`src/hdl/lspbs_pkg.sv`:
```
`default_nettype none
package lspbs_pkg;

  // Section table geometry
  localparam int unsigned MAX_SECTIONS = 16;
  localparam int unsigned SEC_IDX_W    = $clog2(MAX_SECTIONS);
  localparam int unsigned SEC_CNT_W    = 5;
  localparam int unsigned LED_W        = 8;
  localparam int unsigned BIT_W        = 5;
  localparam int unsigned COLOR_W      = 24;
  localparam int unsigned BYTE_W       = 8;
  localparam int unsigned SCALE_W      = 7;
  localparam int unsigned PROD_W       = BYTE_W + SCALE_W;

  // Protocol bits per LED and brightness full scale
  localparam logic [BIT_W-1:0]   BITS_PER_LED = 5'd24;
  localparam logic [SCALE_W-1:0] FULL_SCALE   = 7'd100;

  // Division by 100 as multiply by 5243 and shift by 19, exact below 43699
  localparam int unsigned        RECIP_W     = 13;
  localparam logic [RECIP_W-1:0] RECIP_100   = 13'd5243;
  localparam int unsigned        RECIP_SHIFT = 19;
  localparam int unsigned        QPROD_W     = PROD_W + RECIP_W;

  // Reset values of the configuration registers
  localparam logic [SEC_CNT_W-1:0] RST_SECTION_COUNT = 5'd0;
  localparam logic [SCALE_W-1:0]   RST_BRIGHTNESS    = 7'd31;
  localparam logic [7:0]           RST_DUTY_ZERO     = 8'd30;
  localparam logic [7:0]           RST_DUTY_ONE      = 8'd60;

  // Configuration register indexes
  localparam int unsigned CFG_IDX_W = 2;
  localparam int unsigned CFG_DATA_W = 8;
  localparam logic [CFG_IDX_W-1:0] REG_SECTION_COUNT = 2'd0;
  localparam logic [CFG_IDX_W-1:0] REG_BRIGHTNESS    = 2'd1;
  localparam logic [CFG_IDX_W-1:0] REG_DUTY_ZERO     = 2'd2;
  localparam logic [CFG_IDX_W-1:0] REG_DUTY_ONE      = 2'd3;

  // Input item kinds
  localparam logic KIND_WRITE = 1'b0;
  localparam logic KIND_FETCH = 1'b1;

  typedef struct packed {
    logic               kind;
    logic [3:0]         section_slot;
    logic [LED_W-1:0]   led_total;
    logic [COLOR_W-1:0] section_color;
  } in_item_t;

  typedef struct packed {
    logic [7:0] duty;
    logic       frame_end;
  } out_item_t;

endpackage
`default_nettype wire

```
`src/hdl/led_section_pwm_bit_stream_unit.sv`:
```
// Channel   Direction  Handshake              Payload
// in        input      in_valid_i/in_ready_o  in_data_i  (in_item_t)
// out       output     out_valid_o/out_ready_i out_data_o (out_item_t)
// cfg       input      cfg_valid_i/cfg_ready_o cfg_index_i, cfg_data_i
//
// One item is accepted per cycle while in_ready_o is high; cursors and the
// section table update at the transfer. A fetch that emits a bit reaches
// out_data_o through registers: the colour byte pick, the brightness multiply
// and the reciprocal-of-100 multiply each end in one, the first loaded at the transfer.
// Reset clears the section table, the cursors and the pipeline, and loads register defaults.
// A stalled output holds the pipeline; bubbles collapse, so input stalls only when full.
`default_nettype none
module led_section_pwm_bit_stream_unit
  import lspbs_pkg::*;
(
  input  wire                   clk_i,
  input  wire                   rst_ni,
  input  wire                   in_valid_i,
  output logic                  in_ready_o,
  input  in_item_t              in_data_i,
  output logic                  out_valid_o,
  input  wire                   out_ready_i,
  output out_item_t             out_data_o,
  input  wire                   cfg_valid_i,
  output logic                  cfg_ready_o,
  input  wire [CFG_IDX_W-1:0]   cfg_index_i,
  input  wire [CFG_DATA_W-1:0]  cfg_data_i
);

  // Configuration registers
  logic [SEC_CNT_W-1:0] section_count_q;
  logic [SCALE_W-1:0]   brightness_q;
  logic [7:0]           duty_zero_q;
  logic [7:0]           duty_one_q;

  // Section table and cursors
  logic [COLOR_W-1:0]   colors_q  [MAX_SECTIONS];
  logic [LED_W-1:0]     lengths_q [MAX_SECTIONS];
  logic [SEC_IDX_W-1:0] sec_q, sec_d;
  logic [LED_W-1:0]     led_q, led_d;
  logic [BIT_W-1:0]     bit_q, bit_d;

  // Pipeline registers
  logic                 s1_valid_q;
  logic [BYTE_W-1:0]    s1_byte_q;
  logic [SCALE_W-1:0]   s1_scale_q;
  logic [2:0]           s1_bitpos_q;
  logic                 s1_fe_q;
  logic                 s2_valid_q;
  logic [PROD_W-1:0]    s2_prod_q;
  logic [2:0]           s2_bitpos_q;
  logic                 s2_fe_q;
  logic                 out_valid_q;
  out_item_t            out_q;

  logic in_xfer, cfg_xfer, out_go, s2_go, s1_go;
  logic is_write, is_fetch, emit_d, fe_d;
  logic [SEC_CNT_W-1:0] count;
  logic [SEC_CNT_W-1:0] sec_ext, sec_next;
  logic [LED_W-1:0]     cur_len;
  logic [COLOR_W-1:0]   cur_color;
  logic [LED_W:0]       led_next;
  logic [BIT_W-1:0]     bit_next;
  logic                 later_nz;
  logic [BYTE_W-1:0]    byte_d;
  logic [SCALE_W-1:0]   scale_d;
  logic [QPROD_W-1:0]   qprod;
  logic [BYTE_W-1:0]    scaled;
  logic                 bit_val;

  // Handshake: each stage moves when the next one is free or moving
  assign out_go      = !out_valid_q || out_ready_i;
  assign s2_go       = !s2_valid_q || out_go;
  assign s1_go       = !s1_valid_q || s2_go;
  assign in_ready_o  = s1_go;
  assign in_xfer     = in_valid_i && in_ready_o;
  assign cfg_ready_o = 1'b1;
  assign cfg_xfer    = cfg_valid_i;
  assign out_valid_o = out_valid_q;
  assign out_data_o  = out_q;

  assign is_write = in_xfer && (in_data_i.kind == KIND_WRITE);
  assign is_fetch = in_xfer && (in_data_i.kind == KIND_FETCH);

  // Clamp the section count and brightness
  assign count   = (section_count_q > SEC_CNT_W'(MAX_SECTIONS)) ?
                   SEC_CNT_W'(MAX_SECTIONS) : section_count_q;
  assign scale_d = (brightness_q > FULL_SCALE) ? FULL_SCALE : brightness_q;

  assign sec_ext   = {1'b0, sec_q};
  assign sec_next  = sec_ext + 1'b1;
  assign cur_len   = lengths_q[sec_q];
  assign cur_color = colors_q[sec_q];
  assign led_next  = {1'b0, led_q} + 1'b1;
  assign bit_next  = bit_q + 1'b1;

  // Flag any non-empty section after the current one and below the count
  always_comb begin
    later_nz = 1'b0;
    for (int s = 0; s < MAX_SECTIONS; s++) begin
      if (lengths_q[s] != '0 && SEC_CNT_W'(s) > sec_ext && SEC_CNT_W'(s) < count) begin
        later_nz = 1'b1;
      end
    end
  end

  // Select the colour byte for the current bit
  always_comb begin
    case (bit_q[4:3])
      2'd0:    byte_d = cur_color[23:16];
      2'd1:    byte_d = cur_color[15:8];
      2'd2:    byte_d = cur_color[7:0];
      default: byte_d = '0;
    endcase
  end

  // Advance the cursors for a fetch; reset them on a table write
  always_comb begin
    sec_d  = sec_q;
    led_d  = led_q;
    bit_d  = bit_q;
    emit_d = 1'b0;
    fe_d   = 1'b0;
    if (is_fetch) begin
      if (sec_ext >= count) begin
        sec_d = '0;
        led_d = '0;
        bit_d = '0;
      end else if (led_q >= cur_len) begin
        // skip an empty or exhausted section
        sec_d = (sec_next >= count) ? '0 : sec_next[SEC_IDX_W-1:0];
        led_d = '0;
        bit_d = '0;
      end else begin
        emit_d = 1'b1;
        bit_d  = bit_next;
        if (bit_next >= BITS_PER_LED) begin
          bit_d = '0;
          led_d = led_next[LED_W-1:0];
          if (led_next >= {1'b0, cur_len}) begin
            led_d = '0;
            if (!later_nz) begin
              fe_d  = 1'b1;
              sec_d = '0;
            end else begin
              sec_d = (sec_next >= count) ? '0 : sec_next[SEC_IDX_W-1:0];
            end
          end
        end
      end
    end else if (is_write && ({1'b0, in_data_i.section_slot} < 5'(MAX_SECTIONS))) begin
      sec_d = '0;
      led_d = '0;
      bit_d = '0;
    end
  end

  // Hold configuration registers
  always_ff @(posedge clk_i or negedge rst_ni) begin
    if (!rst_ni) begin
      section_count_q <= RST_SECTION_COUNT;
      brightness_q    <= RST_BRIGHTNESS;
      duty_zero_q     <= RST_DUTY_ZERO;
      duty_one_q      <= RST_DUTY_ONE;
    end else if (cfg_xfer) begin
      case (cfg_index_i)
        REG_SECTION_COUNT: section_count_q <= cfg_data_i[SEC_CNT_W-1:0];
        REG_BRIGHTNESS:    brightness_q    <= cfg_data_i[SCALE_W-1:0];
        REG_DUTY_ZERO:     duty_zero_q     <= cfg_data_i;
        REG_DUTY_ONE:      duty_one_q      <= cfg_data_i;
        default:           ;
      endcase
    end
  end

  // Store section entries and advance the cursors
  always_ff @(posedge clk_i or negedge rst_ni) begin
    if (!rst_ni) begin
      for (int s = 0; s < MAX_SECTIONS; s++) begin
        colors_q[s]  <= '0;
        lengths_q[s] <= '0;
      end
      sec_q <= '0;
      led_q <= '0;
      bit_q <= '0;
    end else begin
      if (is_write && ({1'b0, in_data_i.section_slot} < 5'(MAX_SECTIONS))) begin
        colors_q[in_data_i.section_slot[SEC_IDX_W-1:0]]  <= in_data_i.section_color;
        lengths_q[in_data_i.section_slot[SEC_IDX_W-1:0]] <= in_data_i.led_total;
      end
      sec_q <= sec_d;
      led_q <= led_d;
      bit_q <= bit_d;
    end
  end

  // Pipeline valid bits
  always_ff @(posedge clk_i or negedge rst_ni) begin
    if (!rst_ni) begin
      s1_valid_q  <= 1'b0;
      s2_valid_q  <= 1'b0;
      out_valid_q <= 1'b0;
    end else begin
      if (s1_go) s1_valid_q <= emit_d;
      if (s2_go) s2_valid_q <= s1_valid_q;
      if (out_go) out_valid_q <= s2_valid_q;
    end
  end

  // Divide the scaled byte by 100 and pick the bit
  assign qprod   = {{RECIP_W{1'b0}}, s2_prod_q} * {{PROD_W{1'b0}}, RECIP_100};
  assign scaled  = qprod[RECIP_SHIFT +: BYTE_W];
  assign bit_val = scaled[s2_bitpos_q];

  // Pipeline payload
  always_ff @(posedge clk_i) begin
    if (s1_go) begin
      s1_byte_q   <= byte_d;
      s1_scale_q  <= scale_d;
      s1_bitpos_q <= 3'd7 - bit_q[2:0];
      s1_fe_q     <= fe_d;
    end
    if (s2_go) begin
      s2_prod_q   <= PROD_W'(s1_byte_q) * PROD_W'(s1_scale_q);
      s2_bitpos_q <= s1_bitpos_q;
      s2_fe_q     <= s1_fe_q;
    end
    if (out_go) begin
      out_q.duty      <= bit_val ? duty_one_q : duty_zero_q;
      out_q.frame_end <= s2_fe_q;
    end
  end

endmodule
`default_nettype wire

```
`config.mk`:
```
export PLATFORM = sky130hd
export DESIGN_NAME = led_section_pwm_bit_stream_unit
export DESIGN_NICKNAME = d
export VERILOG_FILES = /design/src/hdl/lspbs_pkg.sv /design/src/hdl/led_section_pwm_bit_stream_unit.sv
export SDC_FILE = /design/constraint.sdc
export NUM_CORES = 1
export LEC_CHECK = 0
export BUFFER_PORTS_ARGS = -buffer_cell sky130_fd_sc_hd__buf_2
export CORE_MARGIN = 3
export CORE_UTILIZATION = 40
export CTS_CLUSTER_DIAMETER = 60
export DETAILED_ROUTE_END_ITERATION = 16
export GPL_ROUTABILITY_DRIVEN = 1
export GPL_TIMING_DRIVEN = 0
export HOLD_SLACK_MARGIN = 0.08
export RECOVER_POWER = 50
export REMOVE_ABC_BUFFERS = 1
export SKIP_CTS_REPAIR_TIMING = 1
export SYNTH_ARGS = -nofsm -noshare
export SYNTH_HDL_FRONTEND = slang
export SYNTH_SLANG_ARGS = --single-unit
```
`constraint.sdc`:
```
create_clock -name clk_i -period 9.49 [get_ports clk_i]
set_input_delay 1.4235 -clock clk_i [delete_from_list [all_inputs] [get_ports clk_i]]
set_output_delay 1.4235 -clock clk_i [all_outputs]
set_load 0.01 [all_outputs]
```
# Yosys cells after proc, flatten, opt, wreduce, memory -nomap -nowiden
# Cells that the tools add are included.
[op_classes]
add_sub_neg = 4
n_mul = 2
order_cmp = 43
eq_ne = 7
muxes = 56
bitwise_logic = 6
reduce_logical = 68
[ops]
columns = ["operator", "n"]
rows = [
  ["bitwise mux 384 bit", 1],
  ["bitwise mux 128 bit", 1],
  ["nonzero test 8 bit", 16],
  ["binary-select mux 24 bit (select 4 bit)", 1],
  ["demux 24 bit (select 4 bit)", 1],
  ["2-to-1 mux 8 bit", 10],
  ["2-to-1 mux 24 bit", 3],
  ["< comparator 4 x 5 -> 1 bit (first input constant)", 8],
  ["logical AND 1 bit", 36],
  ["binary-select mux 8 bit (select 4 bit)", 1],
  ["demux 8 bit (select 4 bit)", 1],
  ["> comparator 4 bit (first input constant)", 8],
  ["2-to-1 mux 4 bit", 8],
  ["2-to-1 mux 5 bit", 6],
  ["multiplier 15 x 13 -> 27 bit (second input constant)", 1],
  ["one-hot mux 8 bit (3 select lines)", 1],
  ["2-to-1 mux 1 bit", 21],
  ["< comparator 3 x 5 -> 1 bit (first input constant)", 4],
  ["> comparator 3 x 4 -> 1 bit (first input constant)", 4],
  ["greater-or-equal comparator 5 bit (second input constant)", 3],
  ["multiplier 8 x 7 -> 15 bit", 1],
  ["< comparator 1 x 5 -> 1 bit (first input constant)", 2],
  ["< comparator 2 x 5 -> 1 bit (first input constant)", 2],
  ["NOT 4 -> 5 bit", 2],
  ["26 further kinds", 44],
]
[word_totals]
regBits = 607
input_bits = 52
out_inout_bits = 12
word_cells = 237

# Longest topological paths before layout
[depth]
ltp_word = 26
depth_mapped = 21
mapped_depth_nobuf = 18

# Least setup slack after synthesis
# No wires, ideal clock.
[synth_timing]
kind = "register to register"
start = "reg s2_prod_q[11]"
end = "reg out_q, in the netlist out_data_o[1] (data pin)"
setup_ns = 0.268
arrival_time_ns = 5.200
required_time_ns = 9.222
setup_slack_ns = 4.022
stages_incl_launch_ff = 21
synth_period_minus_slack_ns = 5.468
cell_sequence = "edfxtp_1 fa_1 ha_1 inv_1 fa_1 inv_1 fa_1 inv_1 fa_1 inv_1 ha_1 a211o_1 a21o_1 a2111o_1 o21ai_2 mux2i_1 and3b_1 buf_6 and3_4 buf_6 o211ai_2"
[synth_between]
elab_chain_cells = 4
[synth_rtl]
columns = ["item", "line_no", "text"]
rows = [
  ["start, declared", "led_section_pwm_bit_stream_unit.sv:50", "logic [PROD_W-1:0] s2_prod_q;"],
  ["start signal, assigned", "led_section_pwm_bit_stream_unit.sv:224", "s2_prod_q <= PROD_W'(s1_byte_q) * PROD_W'(s1_scale_q);"],
  ["multiplier 15 x 13 -> 27 bit", "led_section_pwm_bit_stream_unit.sv:211", "assign qprod = {{RECIP_W{1'b0}}, s2_prod_q} * {{PROD_W{1'b0}}, RECIP_100};"],
  ["binary-select mux 1 bit (select 3 bit)", "led_section_pwm_bit_stream_unit.sv:213", "assign bit_val = scaled[s2_bitpos_q];"],
  ["2-to-1 mux 1 bit (implied by the code)", "led_section_pwm_bit_stream_unit.sv:213", ""],
  ["2-to-1 mux 8 bit", "led_section_pwm_bit_stream_unit.sv:229", "out_q.duty <= bit_val ? duty_one_q : duty_zero_q;"],
  ["end, declared", "led_section_pwm_bit_stream_unit.sv:54", "out_item_t out_q;"],
]
# Every way passes these cells. The select of a mux whose other input is x is not followed.
# A chain may end at the register's enable or synchronous reset.

# Final worst setup path
[layout_timing]
start = "reg s2_prod_q[10]"
end = "reg out_q, in the netlist out_data_o[4] (data pin)"
# The elaborated chain is that of the path after synthesis.

==> metrics.csv <==
stage,metric,value,unit
run_status,status,"finished, violations left",
run_status,violations,"capacitance limit, slew limit",
sta,fin_skew,0.0531,ns
sta,slew_headroom,-244,%
sta,timing.hold.ws,0.424,ns
min_path,hp-class,reg2reg,
setup_path,cp-end-kind,flip-flop,
cts,cts_tree,built,
synthesis,avgSynthCellArea,14.1,µm²
die,rows,105,
final_layout,area_delta_synth_final,12.8,%
synthesis,synthCells,2369,
cts,cts-root-buf,clkbuf_16,
final_layout,fin_util,45.8,%
synthesis,synth_top_area_share,41.0,%
sta,worstMarginPinSlew,5.16,ns
placement,globalplace.congestion,0.844,
global_routing,antenna_found_initial,11,
synthesis,ys_types,77,
synthesis,synth_seq_cells,607,
sta,fin_crit,5.95,ns
pwr,p_per_area,351,nW/µm²
drt,drt_iter0_drc,873,
setup_path,slowest_delay,0.81,ns
die,die_y,295,µm
cts,clk_pin_slew,0.06,ns
drt,ant_nets,0,
die,fp.coreArea,82400,µm²
sta,setup_viol,0,
global_routing,grt_max_degree,131,
die,start_util,40.6,%
global_routing,grt_pass1_wl,128,mm
synthesis,synth_top_cell_by_area,dfrtp_1,
synthesis,yosysWarnings,0,
die,die-area,87000,µm²
drt,drcViolationCount,0,
die,io_pins,64,
setup_path,worstPathMaxFanout,8,
final_layout,drive_above_1_share,38.6,%
setup_path,start_kind,flip-flop,
final_layout,final_net_count,2714,
synthesis,synthTopCellsByArea,"dfrtp_1, mux2_2, mux4_2, ha_1, fa_1",
setup_path,criticalPathCategory,reg2reg,
setup_path,worst_ep_required_time,9.95,ns
pwr,total_power,13.2,mW
flow_run,cap_violations,1,
placement,dp_slack,3.56,ns
cts,cts.path.max_buffers,3,
sta,final_hold_viol_count,0,
placement,placed_cells,3399,
cts,htreeDepth,3,
global_routing,grt_pass1_vias,21600,
sta,max_freq,0.168,GHz
sta,rsz0062_at_grt,false,
global_routing,overflow,0,
placement,io_buffers,62,
cts,cts_buffers,72,
synthesis,synth_edf_count,47,
cts,clock_latency,0.63,ns
setup_path,worstPathCellList,fa_1 > ha_1 > inv_1 > fa_1 > inv_1 > fa_1 > inv_1 > fa_1 > inv_1 > ha_1 > and4_2 > a41oi_1 > a31oi_1 > mux2i_1 > a2111oi_2 > o21ai_0 > o211ai_2,
setup_path,slowest_stage,a2111oi_2,
synthesis,ys.flop_type,dfrtp_1,
pwr,p_leak,16.8,nW
final_layout,layout.cells.non_filler,3535,
drt,totalWireLength,80.6,mm
die,chipWidth,295,µm
sta,worst_slack,3.54,ns
cts,clock_sinks,607,
sta,finalMaxSlewViolations,93,
drt,via_per_inst,5.64,
drt,drt-pass1-iter-count,5,
synthesis,synth_area,33400,µm²
placement,place_hpwl,54.0,mm
pwr,irDropWorstVdd,0.000612,V
drt,vias,19900,
setup_path,cp.arrival,6.41,ns
sta,post-route-period-util,62.7,%
synthesis,ys_async_sr_fraction,92.3,%
synthesis,ys_seq_area_share,46.2,%
drt,wl_per_cell,22.8,µm
global_routing,gr-usage-all-layers,19.0,%
[logic make-up (layout without fill, tap and decap cells)]
logic type / Yosys count / after routing / share of synthesized area (%)
AO/OA/AOI/OAI: 169 / 169 / 3.60
XOR/XNOR: 28 / 28 / 0.734
adder cells (fa/ha/maj): 259 / 259 / 11.9
buffers and inverters: 315 / 404 / 3.72
flip-flops: 607 / 607 / 46.2
multiplexers: 710 / 710 / 29.3
other: 1 / 8 / 0.0112
AND/OR/NAND/NOR: 280 / 280 / 4.56
[power by group]
| part | internal (mW) | switching [mW] |
|---|---|---|
| sequential | 3.20 | 0.420 |
| clock | 1.65 | 1.13 |
| combinational | 2.99 | 3.83 |
| total | 7.84 | 5.38 |
[cells in the mapped netlist (10+ instances only)]
master    count
a21oi_1      26
a31oi_1      10
and2_1       33
buf_1        30
buf_2        24
clkbuf_1     77
dfrtp_1     547
dfstp_2      13
edfxtp_1     47
fa_1         97
ha_1        161
inv_1       177
mux2_2      539
mux2i_1      11
mux4_2      160
nand2_1      72
nand2b_1     21
nand3_1      30
nand4_1      14
nor2_1       24
nor3_1       10
nor4_1       30
o21ai_0      35
o22ai_1      14
xnor2_1      18
xor2_1       10
[final timing paths]
check                                      end            from  slack (ns)  cells past startpoint
worst max-delay path             out_data_o[4]   s2_prod_q[10]        3.54                     17
max in group asynchronous        colors_q[171]          rst_ni        3.87                      1
worst max register to register   out_data_o[4]   s2_prod_q[10]        3.54                     17
worst min register to register  s2_bitpos_q[2]  s1_bitpos_q[2]        0.42                      0
min in group asynchronous         colors_q[29]          rst_ni        2.65                      1
worst min-delay path            s2_bitpos_q[2]  s1_bitpos_q[2]        0.42                      0
[layout make-up]
type	instances	area (µm²)
diodes	7	17.5
clock buffers	100	2020
clock inverters	28	378
fillers	7172	44700
inverters	178	671
multi-input cells	1447	16800
flip-flops and latches	607	15500
well taps	1070	1340
repair buffers	98	1000
[state kept, by name, summed over array words and instances, names as in the netlist, 3 cells and up]
register and flops:
s1_bitpos_q 3, sec_q 4, s1_byte_q 8, s2_bitpos_q 3
brightness_q 7, duty_zero_q 8, bit_q 5, s1_scale_q 7
s2_prod_q 15, section_count_q 5, colors_q 384, out_data_o 9
lengths_q 128, led_q 8, duty_one_q 8
[cells in the final DEF, fill, tap and decap left out, types with 14 or more instances in the layout]
| cell | Yosys | routed |
|---|---|---|
| dfrtp_1 | 547 | 544 |
| mux2_2 | 539 | 539 |
| inv_1 | 177 | 177 |
| ha_1 | 161 | 161 |
| mux4_2 | 160 | 160 |
| fa_1 | 97 | 97 |
| clkbuf_16 | 0 | 73 |
| nand2_1 | 72 | 66 |
| buf_2 | 24 | 49 |
| edfxtp_1 | 47 | 47 |
| o21ai_0 | 35 | 35 |
| clkbuf_1 | 77 | 32 |
| nor4_1 | 30 | 30 |
| nand3_1 | 30 | 28 |
| and2_1 | 33 | 28 |
| a21oi_1 | 26 | 26 |
| nand2b_1 | 21 | 21 |
| xnor2_1 | 18 | 18 |
| nor2_1 | 24 | 18 |
| o22ai_1 | 14 | 14 |
| nand4_1 | 14 | 14 |
[stage by stage]
step / TNS, ns / instance area (µm²)
2_1_floorplan: 0 / 32800
3_3_place_gp: -2143.80 / 34500
3_5_place_dp: 0 / 35300
4_1_cts: 0 / 37700
5_1_grt: 0 / 37700
6_report: 0 / 37700
[routing by layer]
layer / track usage [%] / share of wire, % / up-vias
met5: 0 / 0.058 / -
met4: 4.95 / 2.3 / 8
met3: 3.34 / 4.4 / 128
met2: 31.4 / 48 / 363
met1: 26.0 / 45 / 10700
li1: - / - / 8758
[worst max-delay path, delay by kind of cell (launching register included)]
family / cells / cell delay (ns)
adders and majority gates: 6 / 2.71
AOI/OAI and AO/OA: 5 / 1.86
DFF: 1 / 0.55
and+or+nand+nor: 1 / 0.30
buffers and inverters: 4 / 0.21
muxes: 1 / 0.19
(Power assumes the default switching activity.)
